--- config.mk ---
export PLATFORM = sky130hd
export DESIGN_NAME = bfa_ram
export DESIGN_NICKNAME = d
export VERILOG_FILES = /design/src/rtl/bfa_ram.sv
export SDC_FILE = /design/constraint.sdc
export NUM_CORES = 1
export LEC_CHECK = 0
export BUFFER_PORTS_ARGS = -buffer_cell sky130_fd_sc_hd__buf_4
export CAP_MARGIN = 20
export CORE_MARGIN = 3
export CORE_UTILIZATION = 49
export CTS_CLUSTER_SIZE = 24
export DETAILED_ROUTE_END_ITERATION = 6
export HOLD_SLACK_MARGIN = 0.08
export PLACE_DENSITY = 0.66
export SYNTH_ARGS = -nofsm -noshare
export SYNTH_HDL_FRONTEND = slang
export SYNTH_SLANG_ARGS = --single-unit
--- constraint.sdc ---
create_clock -name clk_i -period 2.33 [get_ports clk_i]
set_input_delay 0.233 -clock clk_i [delete_from_list [all_inputs] [get_ports clk_i]]
set_output_delay 0.233 -clock clk_i [all_outputs]
set_load 0.05 [all_outputs]
--- src/rtl/bfa_ram.sv ---
// ----------------------------------------------------------------------------
// bfa_ram
// Generic single-write, single-read RAM with a registered read port.
// ----------------------------------------------------------------------------
module bfa_ram #(
  parameter int WIDTH = 8,
  parameter int DEPTH = 16
) (
  input  logic                     clk_i,
  input  logic                     we_i,
  input  logic [$clog2(DEPTH)-1:0] waddr_i,
  input  logic [WIDTH-1:0]         wdata_i,
  input  logic [$clog2(DEPTH)-1:0] raddr_i,
  output logic [WIDTH-1:0]         rdata_o
);

  logic [WIDTH-1:0] mem_q [DEPTH];
  logic [WIDTH-1:0] rdata_q;

  // Write and registered read.
  always_ff @(posedge clk_i) begin
    if (we_i) begin
      mem_q[waddr_i] <= wdata_i;
    end
    rdata_q <= mem_q[raddr_i];
  end

  assign rdata_o = rdata_q;

endmodule

### After elaboration in Yosys (flattened, before gate mapping)

Memory sizes are Yosys's and may differ from the RTL's. A register that Yosys moved wholly into a read port is not among the register bits.
Cells that the tools add are included.

* bits in registers: 0
* RAM bits: 128
* output and inout bits: 8
* memories kept: 1

* mux-type cells: 2

Memory list
* mem_q: words 16, bits a word 8, read ports 1, clocked after Yosys merged registers in 1, write ports 1, RTL line 17 `logic [WIDTH-1:0] mem_q [DEPTH];`

Operators with widths (number)
* $mux 1: 2

### Longest topological paths before layout

* depth after elaboration: 2
* mapped depth: 5

### Worst setup path before layout

OpenSTA, ideal clock, no wires.

* path kind: input to register
* from: in waddr_i[2]
* to: mem mem_q[0][0] (enable)
* library setup time: 0.383 ns
* data arrival time: 1.343 ns
* required time: 1.947 ns
* path slack: 0.604 ns
* stages on the path: 2
* path buffers: 0
* cell sequence: or3b_2 nor3_1

RTL lines
* from (decl): RTL line 11 `input logic [$clog2(DEPTH)-1:0] waddr_i,`
* to (decl): RTL line 17

Straight into the memory's write port.

==> out/metrics.cfg <==
[run_status]
outcome = finished clean

[sta]
worst_pin_slew_ps = 748
hold_viol = 0
maxSlewHeadroom_pct = 50.0
finalCriticalPeriod_ps = 1390
finalCritPeriodShare_pct = 59.8
max_freq_mhz = 717
skew_ps = 6.97
timing.final.ws_setup_ps = 936
rsz0062_at_grt = false
slew_viol_final = 0
whs_ps = 245
tns_ps = 0
setup_viol = 0

[worst_hold_path]
hold_depth = 3
hold_path.class = primary input to flip-flop
hold-path-endpoint = mem_q[8][2]
hp-start = waddr_i[0]

[route]
routedWlPerCell_um = 22.7
drc = 0
first_pass_iters = 5
drtIter0Drc = 189
vias_per_cell = 5.67
finalWirelength_um = 9920
ant_nets = 0
vias = 2470

[yosys]
synth-main-ff-cell = edfxtp_1
synth_edf_count = 128
synth.area.top_cells = edfxtp_1 75%, mux4_2 7.9%, mux4_1 7.1%
yosys_warnings = 0
synth_fp_nets = 247
async_reset_ff_share_pct = 0
synth_top_cell_by_area = edfxtp_1
synth_top_area_share_pct = 74.7
syn_area_sq_mm = 0.00515
ys_seq_elements = 136
synth_cell_types = 19
synth_area_per_cell_sq_um = 22.5
ys_seq_area_share_pct = 77.8
yosys-top-cells-count = 128 x edfxtp_1, 18 x mux4_2, 16 x a22oi_1
yosysMostFrequentCell = edfxtp_1
syn-instance-count = 229

[clock_tree]
cts_tree = built
cts_max_path_buffers = 2
postCtsResizedCells = 0
cts_htree_levels = 4
path_clk_slew_ps = 60
worst_skew_pair.late_latency_ps = 520
clockRootBuffer = clkbuf_8
cts_buffers = 17
clock_sinks = 136

[place]
dp_hpwl_um = 6180
place.gp.congestion = 0.739
portBuffers = 25
dpl.cell_count = 396
dp_slack_ps = 497

[global_routing]
grt_use_total_pct = 19.4
grt_start_max_net_pins = 33
grt-ovfl-total = 0
grt_first_pass_wirelength_um = 15600
grt_antenna_before_repair = 0
grt_pass1_vias = 2558

[setup_path]
critPathLaunchType = flip-flop
worst_path_largest_cell_delay_ps = 510
crit_slowest_cell = mux4_1
r2r_start = mem_q[1][0]
arrival_ps = 1790
worstSetupEndpointType = flip-flop
reg2reg_to = rdata_o[0]
required_ps = 2720
reg2regPathDepth = 3
path_cells = mux4_1, a22oi_1, nand2_1
rrSetupSlack_ps = 940
crit_type = flip-flop to flip-flop
crit_fanout = 1

[power_and_ir_drop]
powerDensity_mw_per_mm2 = 915
irDropWorstVdd_mv = 0.420
power.leakage_nw = 2.15

[floorplanning]
die_x_um = 108
start_util_pct = 51.5
boundaryPins = 26
die_h_um = 108
fp-row-count = 36
core-area_sq_mm = 0.0100
die_area_sq_mm = 0.0118

[cells_and_area]
area_delta_synth_final_pct = 21.3
layoutNonFillerInstCount = 436
num_antenna_cells = 0
fin_nets = 308
drive_gt1_share_pct = 31.0

[job]
maxCapViolations = 0

cells in the final DEF, fill, tap and decap left out:
master         count
buf_4             43
nor2b_1            1
nor2_1            13
dfxtp_1            8
mux4_1            14
mux4_2            18
clkinvlp_4         1
nand2_1            9
nand3_1            1
clkbuf_8           3
clkinv_2           5
nand2b_1           2
a22oi_1           16
nor3_1             4
and2b_1            1
clkbuf_1           1
edfxtp_1         128
dlygate4sd3_1      8
or3b_2             1
and2_1             1
bufinv_16          3
inv_6              1
clkbuf_16         16
nand3b_1           2
buf_12             1
clkinv_4           2
critical path: cells and delay by family, from the launching register on:
| kind | cells | cell delay [ps] |
|---|---|---|
| compound gates | 1 | 300 |
| simple gates | 1 | 100 |
| mux | 1 | 510 |
| flops | 1 | 370 |
how the worst max path moves through the flow:
stage | startpoint | endpoint
finish | mem_q[1][0] | rdata_o[0]
global route | mem_q[1][0] | rdata_o[0]
CTS | mem_q[2][0] | rdata_o[0]
detailed placement | waddr_i[2] | mem_q[1][2]
global placement | waddr_i[2] | mem_q[1][2]
floorplan | waddr_i[2] | mem_q[0][0]
state kept, by name, summed over array words and instances, names as in the netlist:
signal,cells
mem_q,128
rdata_o,8
power breakdown:
group          switching (mW)  internal [mW]  leakage, nW
Clock                   0.948           1.68        0.295
Combinational           0.196          0.135        0.630
Sequential             0.0161           2.74         1.22
Total                    1.16           4.55         2.15
metal layers:
metal  global-route usage [%]  vias to the layer above  part of all wire [%]
met5                        0                        -                     0
met4                     8.48                        0                   1.5
met3                     6.03                       10                   7.4
met2                     27.6                      100                    47
met1                     27.8                     1259                    44
li1                         -                     1101                     -
stage by stage:
stage          instance area, sq um  util, %  power, mW
5_1_grt                        6240     62.4       5.90
4_1_cts                        6240     62.4       5.77
6_report                       6240     62.4       5.71
3_3_place_gp                   5570     55.7       3.12
2_1_floorplan                  5150        -       2.99
3_5_place_dp                   5570     55.7       3.13
cell families after synthesis:
| logic type | Yosys count | synth area share [%] |
|---|---|---|
| AOI/OAI and AO/OA | 16 | 2.33 |
| buffers and inverters | 10 | 1.68 |
| DFF | 136 | 77.8 |
| muxes | 32 | 15.0 |
| and+or+nand+nor | 35 | 3.18 |
cell type report:
cell class | count | area, sq um
clock buffer | 20 | 445
multi-input combinational | 83 | 1060
timing repair buffer | 52 | 423
fill | 706 | 3750
tap | 133 | 166
sequential | 136 | 4000
clock inverter | 12 | 149
timing repair:
| action | in CTS | in global routing |
|---|---|---|
| hold endpoints to repair | 128 | 0 |
| hold buffers | 8 | 0 |
| buffers inserted | 0 | 0 |
Note: power is estimated with default switching activity, not from simulation.
